### src/design/wfpd_pkg.sv
// Package for the wall-following PD steering block.
// Holds register widths, reset values, register indexes, maneuver codes and the config bundle.
// Used by every module in the design folder; it depends on nothing.
package wfpd_pkg;

   localparam int SAMPLES_PER_AVERAGE_DEFAULT = 5;
   localparam int SAMPLE_BITS_DEFAULT         = 10;

   localparam int LEVEL_BITS  = 10;
   localparam int SPEED_BITS  = 7;
   localparam int GAIN_BITS   = 16;
   localparam int CSR_ADDR_BITS = 3;
   localparam int CSR_DATA_BITS = 16;

   localparam int ERR_BITS     = 11;
   localparam int DELTA_BITS   = ERR_BITS + 1;
   localparam int KP_TERM_BITS = GAIN_BITS + 1 + ERR_BITS;
   localparam int KD_TERM_BITS = GAIN_BITS + 1 + DELTA_BITS;
   localparam int Q_BITS       = KD_TERM_BITS + 2;
   localparam int DRIVE_BITS   = 8;
   localparam int MAN_BITS     = 2;
   localparam int RSP_DATA_BITS = 32;

   localparam int ERR_LIMIT   = 1023;
   localparam int SPEED_LIMIT = 127;
   localparam int VEER_LEFT   = 30;
   localparam int VEER_RIGHT  = 32;

   localparam logic [LEVEL_BITS-1:0] SIDE_SETPOINT_RESET    = 10'd550;
   localparam logic [LEVEL_BITS-1:0] FRONT_WALL_LEVEL_RESET = 10'd550;
   localparam logic [LEVEL_BITS-1:0] SIDE_WALL_LEVEL_RESET  = 10'd550;
   localparam logic [LEVEL_BITS-1:0] SIDE_OPEN_LEVEL_RESET  = 10'd100;
   localparam logic [SPEED_BITS-1:0] BASE_SPEED_RESET       = 7'd30;
   localparam logic [GAIN_BITS-1:0]  KP_GAIN_RESET          = 16'd8;
   localparam logic [GAIN_BITS-1:0]  KD_GAIN_RESET          = 16'd333;

   typedef enum logic [CSR_ADDR_BITS-1:0] {
      CSR_SIDE_SETPOINT    = 3'd0,
      CSR_FRONT_WALL_LEVEL = 3'd1,
      CSR_SIDE_WALL_LEVEL  = 3'd2,
      CSR_SIDE_OPEN_LEVEL  = 3'd3,
      CSR_BASE_SPEED       = 3'd4,
      CSR_KP_GAIN          = 3'd5,
      CSR_KD_GAIN          = 3'd6
   } csr_index_type;

   localparam logic [MAN_BITS-1:0] MAN_NONE       = 2'd0;
   localparam logic [MAN_BITS-1:0] MAN_TURN_RIGHT = 2'd1;
   localparam logic [MAN_BITS-1:0] MAN_TURN_LEFT  = 2'd2;

   typedef struct packed {
      logic [LEVEL_BITS-1:0] side_setpoint;
      logic [LEVEL_BITS-1:0] front_wall_level;
      logic [LEVEL_BITS-1:0] side_wall_level;
      logic [LEVEL_BITS-1:0] side_open_level;
      logic [SPEED_BITS-1:0] base_speed;
      logic [GAIN_BITS-1:0]  kp_gain_q8;
      logic [GAIN_BITS-1:0]  kd_gain_q8;
   } cfg_type;

endpackage

### src/design/wfpd_accum.sv
// Sample accumulator: sums front/left/right triples and hands off run totals.
// Depends on wfpd_pkg for nothing but the house constants; totals leave through a register.
module wfpd_accum #(
   parameter int SAMPLES_PER_AVERAGE = wfpd_pkg::SAMPLES_PER_AVERAGE_DEFAULT,
   parameter int SAMPLE_BITS         = wfpd_pkg::SAMPLE_BITS_DEFAULT,
   localparam int SUM_BITS           = SAMPLE_BITS + $clog2(SAMPLES_PER_AVERAGE)
) (
   input  logic                   clock,
   input  logic                   reset,
   input  logic                   in_valid,
   output logic                   in_ready,
   input  logic [SAMPLE_BITS-1:0] front_sample,
   input  logic [SAMPLE_BITS-1:0] left_sample,
   input  logic [SAMPLE_BITS-1:0] right_sample,
   output logic                   run_last,
   output logic                   tot_valid,
   input  logic                   tot_ready,
   output logic [SUM_BITS-1:0]    tot_front,
   output logic [SUM_BITS-1:0]    tot_left,
   output logic [SUM_BITS-1:0]    tot_right
);

   localparam int CNT_BITS = (SAMPLES_PER_AVERAGE > 1) ? $clog2(SAMPLES_PER_AVERAGE) : 1;

   logic [CNT_BITS-1:0] count_ff, count_in;
   logic [SUM_BITS-1:0] front_sum_ff, left_sum_ff, right_sum_ff;
   logic [SUM_BITS-1:0] front_sum_in, left_sum_in, right_sum_in;
   logic [SUM_BITS-1:0] front_tot_in, left_tot_in, right_tot_in;
   logic [SUM_BITS-1:0] front_tot_ff, left_tot_ff, right_tot_ff;
   logic                tot_valid_ff, tot_valid_in;
   logic                take;

   assign run_last = (count_ff == CNT_BITS'(SAMPLES_PER_AVERAGE - 1));
   // a closing item needs room in the totals register; others always go in
   assign in_ready = !run_last || !tot_valid_ff || tot_ready;
   assign take     = in_valid && in_ready;

   assign front_tot_in = front_sum_ff + SUM_BITS'(front_sample);
   assign left_tot_in  = left_sum_ff  + SUM_BITS'(left_sample);
   assign right_tot_in = right_sum_ff + SUM_BITS'(right_sample);

   always_comb begin
      count_in     = count_ff;
      front_sum_in = front_sum_ff;
      left_sum_in  = left_sum_ff;
      right_sum_in = right_sum_ff;
      tot_valid_in = tot_valid_ff && !tot_ready;
      if (take) begin
         if (run_last) begin
            count_in     = '0;
            front_sum_in = '0;
            left_sum_in  = '0;
            right_sum_in = '0;
            tot_valid_in = 1'b1;
         end else begin
            count_in     = count_ff + CNT_BITS'(1);
            front_sum_in = front_tot_in;
            left_sum_in  = left_tot_in;
            right_sum_in = right_tot_in;
         end
      end
   end

   always_ff @(posedge clock) begin
      if (reset) begin
         count_ff     <= '0;
         front_sum_ff <= '0;
         left_sum_ff  <= '0;
         right_sum_ff <= '0;
         tot_valid_ff <= 1'b0;
      end else begin
         count_ff     <= count_in;
         front_sum_ff <= front_sum_in;
         left_sum_ff  <= left_sum_in;
         right_sum_ff <= right_sum_in;
         tot_valid_ff <= tot_valid_in;
      end
   end

   always_ff @(posedge clock) begin
      if (take && run_last) begin
         front_tot_ff <= front_tot_in;
         left_tot_ff  <= left_tot_in;
         right_tot_ff <= right_tot_in;
      end
   end

   assign tot_valid = tot_valid_ff;
   assign tot_front = front_tot_ff;
   assign tot_left  = left_tot_ff;
   assign tot_right = right_tot_ff;

endmodule

### src/design/wfpd_pd.sv
// PD front end: averages the run totals, forms the clamped error and the gain products.
// Depends on wfpd_pkg (cfg_type, error and term widths); two register stages.
module wfpd_pd #(
   parameter int SAMPLES_PER_AVERAGE = wfpd_pkg::SAMPLES_PER_AVERAGE_DEFAULT,
   parameter int SAMPLE_BITS         = wfpd_pkg::SAMPLE_BITS_DEFAULT,
   localparam int SUM_BITS           = SAMPLE_BITS + $clog2(SAMPLES_PER_AVERAGE)
) (
   input  logic                                      clock,
   input  logic                                      reset,
   input  wfpd_pkg::cfg_type                         cfg,
   input  logic                                      tot_valid,
   output logic                                      tot_ready,
   input  logic [SUM_BITS-1:0]                       tot_front,
   input  logic [SUM_BITS-1:0]                       tot_left,
   input  logic [SUM_BITS-1:0]                       tot_right,
   output logic                                      prd_valid,
   input  logic                                      prd_ready,
   output logic [SAMPLE_BITS-1:0]                    prd_front,
   output logic [SAMPLE_BITS-1:0]                    prd_left,
   output logic [SAMPLE_BITS-1:0]                    prd_right,
   output logic signed [wfpd_pkg::ERR_BITS-1:0]      prd_err,
   output logic signed [wfpd_pkg::KP_TERM_BITS-1:0]  prd_kp_term,
   output logic signed [wfpd_pkg::KD_TERM_BITS-1:0]  prd_kd_term
);

   localparam int DW = ((SAMPLE_BITS > wfpd_pkg::LEVEL_BITS) ?
                        SAMPLE_BITS : wfpd_pkg::LEVEL_BITS) + 1;

   // rounded-up reciprocal of the run length; exact for every total below 2**SUM_BITS
   localparam int DIV_SHIFT  = SUM_BITS + $clog2(SAMPLES_PER_AVERAGE);
   localparam int RECIP_BITS = DIV_SHIFT + 1;
   localparam int PW         = SUM_BITS + RECIP_BITS;
   localparam logic [RECIP_BITS-1:0] RECIP = RECIP_BITS'(
      ((longint'(1) << DIV_SHIFT) + longint'(SAMPLES_PER_AVERAGE) - 1) /
      longint'(SAMPLES_PER_AVERAGE));

   logic [PW-1:0]          front_prod, left_prod, right_prod;
   logic [SAMPLE_BITS-1:0] front_avg_in, left_avg_in, right_avg_in;
   logic signed [DW-1:0]   diff;
   logic signed [wfpd_pkg::ERR_BITS-1:0]   err_in, last_err_ff;
   logic signed [wfpd_pkg::DELTA_BITS-1:0] delta_in;

   logic                   avg_valid_ff;
   logic [SAMPLE_BITS-1:0] avg_front_ff, avg_left_ff, avg_right_ff;
   logic signed [wfpd_pkg::ERR_BITS-1:0]   avg_err_ff;
   logic signed [wfpd_pkg::DELTA_BITS-1:0] avg_delta_ff;

   logic                   prd_valid_ff;
   logic [SAMPLE_BITS-1:0] prd_front_ff, prd_left_ff, prd_right_ff;
   logic signed [wfpd_pkg::ERR_BITS-1:0]     prd_err_ff;
   logic signed [wfpd_pkg::KP_TERM_BITS-1:0] kp_term_in, prd_kp_ff;
   logic signed [wfpd_pkg::KD_TERM_BITS-1:0] kd_term_in, prd_kd_ff;

   logic prd_open, avg_open, avg_load, prd_load;

   assign prd_open  = !prd_valid_ff || prd_ready;
   assign avg_open  = !avg_valid_ff || prd_open;
   assign tot_ready = avg_open;
   assign avg_load  = tot_valid && avg_open;
   assign prd_load  = avg_valid_ff && prd_open;

   // divide by the run length: multiply by the reciprocal, keep the bits above the shift
   assign front_prod = PW'(tot_front) * PW'(RECIP);
   assign left_prod  = PW'(tot_left)  * PW'(RECIP);
   assign right_prod = PW'(tot_right) * PW'(RECIP);

   assign front_avg_in = front_prod[DIV_SHIFT +: SAMPLE_BITS];
   assign left_avg_in  = left_prod[DIV_SHIFT +: SAMPLE_BITS];
   assign right_avg_in = right_prod[DIV_SHIFT +: SAMPLE_BITS];

   always_comb begin
      diff = $signed(DW'(left_avg_in)) - $signed(DW'(cfg.side_setpoint));
      if (diff > $signed(DW'(wfpd_pkg::ERR_LIMIT))) begin
         err_in = wfpd_pkg::ERR_BITS'(wfpd_pkg::ERR_LIMIT);
      end else if (diff < -$signed(DW'(wfpd_pkg::ERR_LIMIT))) begin
         err_in = -wfpd_pkg::ERR_BITS'(wfpd_pkg::ERR_LIMIT);
      end else begin
         err_in = wfpd_pkg::ERR_BITS'(diff);
      end
      delta_in = wfpd_pkg::DELTA_BITS'(err_in) - wfpd_pkg::DELTA_BITS'(last_err_ff);
   end

   assign kp_term_in = $signed({1'b0, cfg.kp_gain_q8}) * avg_err_ff;
   assign kd_term_in = $signed({1'b0, cfg.kd_gain_q8}) * avg_delta_ff;

   always_ff @(posedge clock) begin
      if (reset) begin
         avg_valid_ff <= 1'b0;
         prd_valid_ff <= 1'b0;
         last_err_ff  <= '0;
      end else begin
         if (avg_open) begin
            avg_valid_ff <= tot_valid;
         end
         if (prd_open) begin
            prd_valid_ff <= avg_valid_ff;
         end
         if (avg_load) begin
            last_err_ff <= err_in;
         end
      end
   end

   always_ff @(posedge clock) begin
      if (avg_load) begin
         avg_front_ff <= front_avg_in;
         avg_left_ff  <= left_avg_in;
         avg_right_ff <= right_avg_in;
         avg_err_ff   <= err_in;
         avg_delta_ff <= delta_in;
      end
      if (prd_load) begin
         prd_front_ff <= avg_front_ff;
         prd_left_ff  <= avg_left_ff;
         prd_right_ff <= avg_right_ff;
         prd_err_ff   <= avg_err_ff;
         prd_kp_ff    <= kp_term_in;
         prd_kd_ff    <= kd_term_in;
      end
   end

   assign prd_valid   = prd_valid_ff;
   assign prd_front   = prd_front_ff;
   assign prd_left    = prd_left_ff;
   assign prd_right   = prd_right_ff;
   assign prd_err     = prd_err_ff;
   assign prd_kp_term = prd_kp_ff;
   assign prd_kd_term = prd_kd_ff;

endmodule

### src/design/wfpd_drive.sv
// Drive stage: motor speeds from the PD terms, turn and veer decisions, result register.
// Depends on wfpd_pkg (cfg_type, widths, maneuver codes, veer speeds).
module wfpd_drive #(
   parameter int SAMPLE_BITS = wfpd_pkg::SAMPLE_BITS_DEFAULT
) (
   input  logic                                      clock,
   input  logic                                      reset,
   input  wfpd_pkg::cfg_type                         cfg,
   input  logic                                      prd_valid,
   output logic                                      prd_ready,
   input  logic [SAMPLE_BITS-1:0]                    prd_front,
   input  logic [SAMPLE_BITS-1:0]                    prd_left,
   input  logic [SAMPLE_BITS-1:0]                    prd_right,
   input  logic signed [wfpd_pkg::ERR_BITS-1:0]      prd_err,
   input  logic signed [wfpd_pkg::KP_TERM_BITS-1:0]  prd_kp_term,
   input  logic signed [wfpd_pkg::KD_TERM_BITS-1:0]  prd_kd_term,
   output logic                                      out_valid,
   input  logic                                      out_ready,
   output logic [wfpd_pkg::MAN_BITS-1:0]             out_maneuver,
   output logic                                      out_fixed_veer,
   output logic signed [wfpd_pkg::DRIVE_BITS-1:0]    out_left_speed,
   output logic signed [wfpd_pkg::DRIVE_BITS-1:0]    out_right_speed,
   output logic signed [wfpd_pkg::ERR_BITS-1:0]      out_steer_error
);

   localparam int LW = (SAMPLE_BITS > wfpd_pkg::LEVEL_BITS) ?
                       SAMPLE_BITS : wfpd_pkg::LEVEL_BITS;
   localparam int QB = wfpd_pkg::Q_BITS;
   localparam int DB = wfpd_pkg::DRIVE_BITS;

   // divide by 256 toward zero, then clamp to the speed range
   function automatic logic signed [DB-1:0] sat_speed(input logic signed [QB-1:0] v);
      logic signed [QB-1:0] q;
      q = v >>> 8;
      if (v < 0 && v[7:0] != 8'd0) begin
         q = q + QB'(1);
      end
      if (q > $signed(QB'(wfpd_pkg::SPEED_LIMIT))) begin
         return DB'(wfpd_pkg::SPEED_LIMIT);
      end else if (q < -$signed(QB'(wfpd_pkg::SPEED_LIMIT))) begin
         return -DB'(wfpd_pkg::SPEED_LIMIT);
      end else begin
         return DB'(q);
      end
   endfunction

   logic signed [QB-1:0] corr, base_q, left_q, right_q;
   logic [LW-1:0] f, l, r;
   logic front_wall, left_wall, right_wall, left_open, right_open, veer_in;
   logic [wfpd_pkg::MAN_BITS-1:0] man_in;
   logic signed [DB-1:0] left_in, right_in;
   logic out_valid_ff, out_open, out_load;
   logic [wfpd_pkg::MAN_BITS-1:0] man_ff;
   logic veer_ff;
   logic signed [DB-1:0] left_ff, right_ff;
   logic signed [wfpd_pkg::ERR_BITS-1:0] err_ff;

   assign out_open  = !out_valid_ff || out_ready;
   assign prd_ready = out_open;
   assign out_load  = prd_valid && out_open;

   assign corr    = QB'(prd_kp_term) + QB'(prd_kd_term);
   assign base_q  = $signed(QB'({cfg.base_speed, 8'd0}));
   assign left_q  = base_q + corr;
   assign right_q = base_q - corr;

   assign f = LW'(prd_front);
   assign l = LW'(prd_left);
   assign r = LW'(prd_right);
   assign front_wall = f >= LW'(cfg.front_wall_level);
   assign left_wall  = l >= LW'(cfg.side_wall_level);
   assign right_wall = r >= LW'(cfg.side_wall_level);
   assign left_open  = l <= LW'(cfg.side_open_level);
   assign right_open = r <= LW'(cfg.side_open_level);
   assign veer_in    = right_wall && left_open;

   always_comb begin
      priority if (front_wall && left_wall && right_open) begin
         man_in = wfpd_pkg::MAN_TURN_RIGHT;
      end else if (front_wall && right_wall && left_open) begin
         man_in = wfpd_pkg::MAN_TURN_LEFT;
      end else begin
         man_in = wfpd_pkg::MAN_NONE;
      end
      if (veer_in) begin
         left_in  = DB'(wfpd_pkg::VEER_LEFT);
         right_in = DB'(wfpd_pkg::VEER_RIGHT);
      end else begin
         left_in  = sat_speed(left_q);
         right_in = sat_speed(right_q);
      end
   end

   always_ff @(posedge clock) begin
      if (reset) begin
         out_valid_ff <= 1'b0;
      end else if (out_open) begin
         out_valid_ff <= prd_valid;
      end
   end

   always_ff @(posedge clock) begin
      if (out_load) begin
         man_ff   <= man_in;
         veer_ff  <= veer_in;
         left_ff  <= left_in;
         right_ff <= right_in;
         err_ff   <= prd_err;
      end
   end

   assign out_valid       = out_valid_ff;
   assign out_maneuver    = man_ff;
   assign out_fixed_veer  = veer_ff;
   assign out_left_speed  = left_ff;
   assign out_right_speed = right_ff;
   assign out_steer_error = err_ff;

endmodule

### src/design/wall_follow_pd_steering.sv
// Top level of the wall-following PD steering block.
// Holds the config registers and chains wfpd_accum, wfpd_pd and wfpd_drive; uses wfpd_pkg.
//
// Usage:
//   req_* is a stream of distance triples (front, left, right), one item per beat.
//   Every SAMPLES_PER_AVERAGE items close a run: the run is averaged per channel,
//   the left average gives the steering error and the PD correction, and one
//   result item (maneuver, fixed veer flag, two motor speeds, error) leaves on rsp_*.
//   Items that do not close a run produce no result.
//   Throughput: one input item per cycle while no stall reaches the input. Path: the
//   edge that takes the closing item loads the totals; averages and error, gain
//   products and the result register follow in that order, and rsp_tvalid rises
//   when the result register loads.
//   Stall: each stage holds its item while the next one is full, so a waiting
//   result does not block the input; only a closing item waits, and only when
//   all stages ahead of it are full.
//   csr_*: one register write per cycle at csr_wr_en; write only while idle.
//   Reset (synchronous, active high) restores the register defaults, clears the
//   run sums, sample count and previous error, and empties the pipeline.
module wall_follow_pd_steering #(
   parameter int SAMPLES_PER_AVERAGE = wfpd_pkg::SAMPLES_PER_AVERAGE_DEFAULT,
   parameter int SAMPLE_BITS         = wfpd_pkg::SAMPLE_BITS_DEFAULT
) (
   input  logic clock,
   input  logic reset,
   // req_tdata fields from bit 0 up: front_sample, left_sample, right_sample, zero pad
   input  logic                                     req_tvalid,
   output logic                                     req_tready,
   input  logic [8*((3*SAMPLE_BITS+7)/8)-1:0]       req_tdata,
   // rsp_tdata fields from bit 0 up: maneuver[1:0], fixed_veer[2], left_speed[10:3],
   // right_speed[18:11], steer_error[29:19], zero pad
   output logic                                     rsp_tvalid,
   input  logic                                     rsp_tready,
   output logic [wfpd_pkg::RSP_DATA_BITS-1:0]       rsp_tdata,
   input  logic                                     csr_wr_en,
   input  logic [wfpd_pkg::CSR_ADDR_BITS-1:0]       csr_index,
   input  logic [wfpd_pkg::CSR_DATA_BITS-1:0]       csr_wdata
);

   localparam int SUM_BITS = SAMPLE_BITS + $clog2(SAMPLES_PER_AVERAGE);

   wfpd_pkg::cfg_type cfg_ff;

   logic                run_last;
   logic                tot_valid, tot_ready;
   logic [SUM_BITS-1:0] tot_front, tot_left, tot_right;

   logic                   prd_valid, prd_ready;
   logic [SAMPLE_BITS-1:0] prd_front, prd_left, prd_right;
   logic signed [wfpd_pkg::ERR_BITS-1:0]     prd_err;
   logic signed [wfpd_pkg::KP_TERM_BITS-1:0] prd_kp_term;
   logic signed [wfpd_pkg::KD_TERM_BITS-1:0] prd_kd_term;

   logic [wfpd_pkg::MAN_BITS-1:0]          maneuver;
   logic                                   fixed_veer;
   logic signed [wfpd_pkg::DRIVE_BITS-1:0] left_speed, right_speed;
   logic signed [wfpd_pkg::ERR_BITS-1:0]   steer_error;

   // config registers: writes are masked to each register's width,
   // unlisted indexes are dropped
   always_ff @(posedge clock) begin
      if (reset) begin
         cfg_ff.side_setpoint    <= wfpd_pkg::SIDE_SETPOINT_RESET;
         cfg_ff.front_wall_level <= wfpd_pkg::FRONT_WALL_LEVEL_RESET;
         cfg_ff.side_wall_level  <= wfpd_pkg::SIDE_WALL_LEVEL_RESET;
         cfg_ff.side_open_level  <= wfpd_pkg::SIDE_OPEN_LEVEL_RESET;
         cfg_ff.base_speed       <= wfpd_pkg::BASE_SPEED_RESET;
         cfg_ff.kp_gain_q8       <= wfpd_pkg::KP_GAIN_RESET;
         cfg_ff.kd_gain_q8       <= wfpd_pkg::KD_GAIN_RESET;
      end else if (csr_wr_en) begin
         unique case (wfpd_pkg::csr_index_type'(csr_index))
            wfpd_pkg::CSR_SIDE_SETPOINT: begin
               cfg_ff.side_setpoint <= csr_wdata[wfpd_pkg::LEVEL_BITS-1:0];
            end
            wfpd_pkg::CSR_FRONT_WALL_LEVEL: begin
               cfg_ff.front_wall_level <= csr_wdata[wfpd_pkg::LEVEL_BITS-1:0];
            end
            wfpd_pkg::CSR_SIDE_WALL_LEVEL: begin
               cfg_ff.side_wall_level <= csr_wdata[wfpd_pkg::LEVEL_BITS-1:0];
            end
            wfpd_pkg::CSR_SIDE_OPEN_LEVEL: begin
               cfg_ff.side_open_level <= csr_wdata[wfpd_pkg::LEVEL_BITS-1:0];
            end
            wfpd_pkg::CSR_BASE_SPEED: begin
               cfg_ff.base_speed <= csr_wdata[wfpd_pkg::SPEED_BITS-1:0];
            end
            wfpd_pkg::CSR_KP_GAIN: begin
               cfg_ff.kp_gain_q8 <= csr_wdata[wfpd_pkg::GAIN_BITS-1:0];
            end
            wfpd_pkg::CSR_KD_GAIN: begin
               cfg_ff.kd_gain_q8 <= csr_wdata[wfpd_pkg::GAIN_BITS-1:0];
            end
            default: begin
            end
         endcase
      end
   end

   // accumulate triples; a closing item moves the run totals into a register
   wfpd_accum #(
      .SAMPLES_PER_AVERAGE (SAMPLES_PER_AVERAGE),
      .SAMPLE_BITS         (SAMPLE_BITS)
   ) u_accum (
      .clock        (clock),
      .reset        (reset),
      .in_valid     (req_tvalid),
      .in_ready     (req_tready),
      .front_sample (req_tdata[SAMPLE_BITS-1:0]),
      .left_sample  (req_tdata[2*SAMPLE_BITS-1:SAMPLE_BITS]),
      .right_sample (req_tdata[3*SAMPLE_BITS-1:2*SAMPLE_BITS]),
      .run_last     (run_last),
      .tot_valid    (tot_valid),
      .tot_ready    (tot_ready),
      .tot_front    (tot_front),
      .tot_left     (tot_left),
      .tot_right    (tot_right)
   );

   // average, error against the setpoint, then the two gain products
   wfpd_pd #(
      .SAMPLES_PER_AVERAGE (SAMPLES_PER_AVERAGE),
      .SAMPLE_BITS         (SAMPLE_BITS)
   ) u_pd (
      .clock       (clock),
      .reset       (reset),
      .cfg         (cfg_ff),
      .tot_valid   (tot_valid),
      .tot_ready   (tot_ready),
      .tot_front   (tot_front),
      .tot_left    (tot_left),
      .tot_right   (tot_right),
      .prd_valid   (prd_valid),
      .prd_ready   (prd_ready),
      .prd_front   (prd_front),
      .prd_left    (prd_left),
      .prd_right   (prd_right),
      .prd_err     (prd_err),
      .prd_kp_term (prd_kp_term),
      .prd_kd_term (prd_kd_term)
   );

   // speeds, turn and veer decisions, result register
   wfpd_drive #(
      .SAMPLE_BITS (SAMPLE_BITS)
   ) u_drive (
      .clock           (clock),
      .reset           (reset),
      .cfg             (cfg_ff),
      .prd_valid       (prd_valid),
      .prd_ready       (prd_ready),
      .prd_front       (prd_front),
      .prd_left        (prd_left),
      .prd_right       (prd_right),
      .prd_err         (prd_err),
      .prd_kp_term     (prd_kp_term),
      .prd_kd_term     (prd_kd_term),
      .out_valid       (rsp_tvalid),
      .out_ready       (rsp_tready),
      .out_maneuver    (maneuver),
      .out_fixed_veer  (fixed_veer),
      .out_left_speed  (left_speed),
      .out_right_speed (right_speed),
      .out_steer_error (steer_error)
   );

   // pack the result fields, lowest first, zero pad on top
   assign rsp_tdata = {2'b00, steer_error, right_speed, left_speed, fixed_veer, maneuver};

`ifndef SYNTHESIS
   // only a closing item can ever be held off
   a_stall_only_on_close: assert property (@(posedge clock) disable iff (reset)
      !req_tready |-> run_last)
      else $error("input stalled on an item that does not close a run");

   // run totals stay put while the averaging stage is full
   a_totals_hold: assert property (@(posedge clock) disable iff (reset)
      tot_valid && !tot_ready |=> tot_valid)
      else $error("run totals dropped while stalled");

   // a new result always comes from a filled product stage
   a_result_source: assert property (@(posedge clock) disable iff (reset)
      $rose(rsp_tvalid) |-> $past(prd_valid))
      else $error("result appeared without a product stage item");
`endif

endmodule
### config.mk
export PLATFORM = sky130hd
export DESIGN_NAME = wall_follow_pd_steering
export DESIGN_NICKNAME = d
export VERILOG_FILES = /design/src/design/wfpd_pkg.sv /design/src/design/wfpd_accum.sv /design/src/design/wfpd_pd.sv /design/src/design/wfpd_drive.sv /design/src/design/wall_follow_pd_steering.sv
export SDC_FILE = /design/constraint.sdc
export NUM_CORES = 2
export LEC_CHECK = 0
export BUFFER_PORTS_ARGS = -buffer_cell sky130_fd_sc_hd__buf_4
export CAP_MARGIN = 0
export CORE_ASPECT_RATIO = 0.5
export CORE_MARGIN = 1.5
export CORE_UTILIZATION = 65
export DETAILED_ROUTE_END_ITERATION = 16
export PLACE_DENSITY = 0.82
export SYNTH_ARGS = -nofsm -noshare
export SYNTH_HDL_FRONTEND = slang
export SYNTH_SLANG_ARGS = --single-unit
### constraint.sdc
create_clock -name clock -period 28.5 [get_ports clock]
set_input_delay 4.275 -clock clock [delete_from_list [all_inputs] [get_ports clock]]
set_output_delay 4.275 -clock clock [all_outputs]
set_load 0.005 [all_outputs]
==> results.sh <==
export IMPL_outcome="complete, no violations"
export IMPL_dieArea_mm2=0.0625
export IMPL_placeableCoreArea_mm2=0.0597
export IMPL_numClockSinks=356
export IMPL_path_buf_inv=5
export IMPL_synthArstFlopShare_pct=0
export IMPL_synth_seq_cells=356
export IMPL_fin_tns_setup_ns=0
export IMPL_routed_top_layer="met4"
export IMPL_syn_area_per_cell_um2=9.50
export IMPL_antenna_found_initial=0
export IMPL_grt_max_degree=91
export IMPL_htree_levels=2
export IMPL_worstSetupPathType="reg -> reg"
export IMPL_viasPerCell=5.85
export IMPL_postCtsSetupRepairBufs=0
export IMPL_stdcell_count=5022
export IMPL_grt_pass1_vias=30400
export IMPL_routed_wl_mm=92.9
export IMPL_fin_crit_ns=10.01
export IMPL_grt_overflow=0
export IMPL_hp_class="reg -> reg"
export IMPL_synthCells=4164
export IMPL_rows=63
export IMPL_ys_seq_area_share_pct=23.6
export IMPL_maxCapViolations=0
export IMPL_numCtsBuffers=36
export IMPL_timing_final_hold_violations=0
export IMPL_vias=29400
export IMPL_crit_slowest_cell="fa_1"
export IMPL_clk_path_buf_depth=3
export IMPL_period_share_pct=35.1
export IMPL_finish_utilization_pct=70.6
export IMPL_drc_errors=0
export IMPL_n_antenna_cell=0
export IMPL_cp_slowest_stage_delay_ns=0.54
export IMPL_clock_latency_ns=0.57
export IMPL_grt_total_usage_pct=30.4
export IMPL_place_hpwl_mm=73.3
export IMPL_relSlewSlack_pct=20.7
export IMPL_gp_congestion=0.974
export IMPL_grt_pass1_wl_mm=153
export IMPL_route_antenna_remaining_nets=0
export IMPL_numPortBuffers=85
export IMPL_synth_ff_type="edfxtp_1"
export IMPL_io_pins=90
export IMPL_finalSetupViolations=0
export IMPL_tightestPinTransition_ns=1.18
export IMPL_clock_skew_ns=0.0219
export IMPL_post_cts_resized=0
export IMPL_dr_wl_met2_mm=45.6
export IMPL_synth_cell_type_count=105
export IMPL_finalMaxSlewViolations=0
export IMPL_wl_met1_mm=37.1
export IMPL_leakage_nw=19.7
export IMPL_synth_edff_count=220
export IMPL_first_iter_violations=1778
export IMPL_cp_required_ns=28.81
export IMPL_total_power_mw=1.41
export IMPL_clkTransAtPathRegs_ns=0.07
export IMPL_layout_drive_gt1_share_pct=5.77
export IMPL_fin_nets=5212
export IMPL_drt_pass1_iter_count=6
export IMPL_irDropWorstVdd_uv=43.6
export IMPL_root_buffer="clkbuf_16"
export IMPL_cts_hold_buffers=0
export IMPL_die_w_um=352
export IMPL_dp_cells=4956
export IMPL_die_y_um=177
export IMPL_cp_top_family="compound AO/OA/AOI/OAI gates"
export IMPL_cts_tree="built"
export IMPL_syn_cell_area_mm2=0.0396
export IMPL_start_util_pct=66.3
export IMPL_wl_per_cell_um=18.5
export IMPL_rsz0062_at_grt="false"
export IMPL_path_max_fanout=12
export IMPL_clock_fmax_mhz=99.9
export IMPL_crit_arrival_ns=10.32
export IMPL_end_kind="flip-flop"
export IMPL_wl_met3_mm=6.64
export IMPL_startpoint_type="flip-flop"
export IMPL_area_growth_syn_to_layout_pct=6.48
export IMPL_yosysWarnings=0
export IMPL_power_density_mw_per_mm2=33.4
area by class of cell:
class	instances	area (um2)
clock buffers	45	956
clock inverters	21	284
fillers	4364	17500
inverters	681	2560
multi-input cells	3002	27200
flip-flops and latches	356	9330
well taps	812	1020
repair buffers	105	788
final timing paths:
kind / from / end / slack, ns / cells past startpoint
max: u_accum.tot_left[0]$_DFFE_PP_ / u_pd.avg_delta_ff[11]$_DFFE_PP_ / 18.49 / 41
min: u_pd.avg_right_ff[0]$_DFFE_PP_ / u_pd.prd_right[0]$_DFFE_PP_ / 0.41 / 0
max reg2reg: u_accum.tot_left[0]$_DFFE_PP_ / u_pd.avg_delta_ff[11]$_DFFE_PP_ / 18.49 / 41
min reg2reg: u_pd.avg_right_ff[0]$_DFFE_PP_ / u_pd.prd_right[0]$_DFFE_PP_ / 0.41 / 0
cells in the mapped netlist (50+ instances only):
| cell type | count | area [um2] |
|---|---|---|
| inv_1 | 680 | 2550 |
| ha_1 | 572 | 7160 |
| fa_1 | 402 | 8050 |
| nand2_1 | 398 | 1490 |
| nor2_1 | 226 | 848 |
| edfxtp_1 | 220 | 6610 |
| a21oi_1 | 193 | 966 |
| and2_1 | 183 | 1140 |
| xnor2_1 | 140 | 1230 |
| dfxtp_1 | 136 | 2720 |
| clkbuf_1 | 108 | 405 |
| o21ai_0 | 106 | 531 |
| nor3_1 | 67 | 335 |
| a21o_1 | 66 | 495 |
| nand2b_1 | 55 | 344 |
| nand3_1 | 50 | 250 |
| nor2b_1 | 50 | 313 |
metrics by stage:
step | area, um2 | setup slack, ns | hold slack (ns)
floorplan | 39600 | 16.34 | 0.400
global placement | 40900 | 18.65 | 0.400
detailed placement | 40900 | 18.58 | 0.405
CTS | 42100 | 18.51 | 0.417
global route | 42100 | 17.99 | 0.421
finish | 42100 | 18.49 | 0.414
metal layers:
metal  vias to the layer above  track usage, %
met4                         0            10.9
met2                       988            54.5
met1                     14300            37.3
met5                         -               0
met3                       209            5.05
li1                      13900               -
cell families (layout without fill, tap and decap cells):
| logic type | Yosys count | count (layout) | synth area share (%) |
|---|---|---|---|
| compound gates | 652 | 652 | 11.2 |
| xor+xnor | 178 | 178 | 3.96 |
| fa+ha+maj | 974 | 974 | 38.4 |
| buf+inv | 807 | 852 | 7.77 |
| flops | 356 | 356 | 23.6 |
| mux | 12 | 12 | 0.307 |
| other cells | 1 | 2 | 0.00948 |
| simple gates | 1184 | 1184 | 14.7 |
layout by cell type, fill, tap and decap left out, types with 18 or more instances in the layout:
cell and n:
o21ai_0 105, clkbuf_16 37, a21oi_1 193, a211oi_1 19
inv_1 679, and2_1 183, a22oi_1 38, buf_4 105
a21o_1 66, nand3_1 50, nand4_1 23, or3_1 18
nand2b_1 55, nand2_1 398, o21a_1 20, nor3_1 66
ha_1 572, or2_2 24, and3_1 19, nor4_1 19
a211o_1 25, fa_1 402, nor2_1 224, xnor2_1 140
o21bai_1 18, dfxtp_1 136, edfxtp_1 220, xor2_1 37
a21boi_0 18, nor2b_1 49
registers in the layout (all words and copies together) (netlist names), 11 cells and up:
signal	count
u_pd.avg_delta_ff	12
u_accum.right_sum_ff	13
u_pd.prd_err	11
u_accum.tot_left	13
u_pd.last_err_ff	11
u_pd.avg_err_ff	11
u_accum.tot_front	13
u_accum.left_sum_ff	13
u_accum.tot_right	13
cfg_ff	79
u_pd.prd_kp_term	28
u_pd.prd_kd_term	29
u_accum.front_sum_ff	13
u_drive.out_steer_error	11
where the power goes:
part	leakage, nW	internal (mW)	total, mW	switching (mW)
clock	0.588	0.288	0.509	0.221
sequential	3.09	0.569	0.579	0.00982
combinational	16.0	0.139	0.321	0.182
No activity file was read; power rests on OpenSTA's default activity.
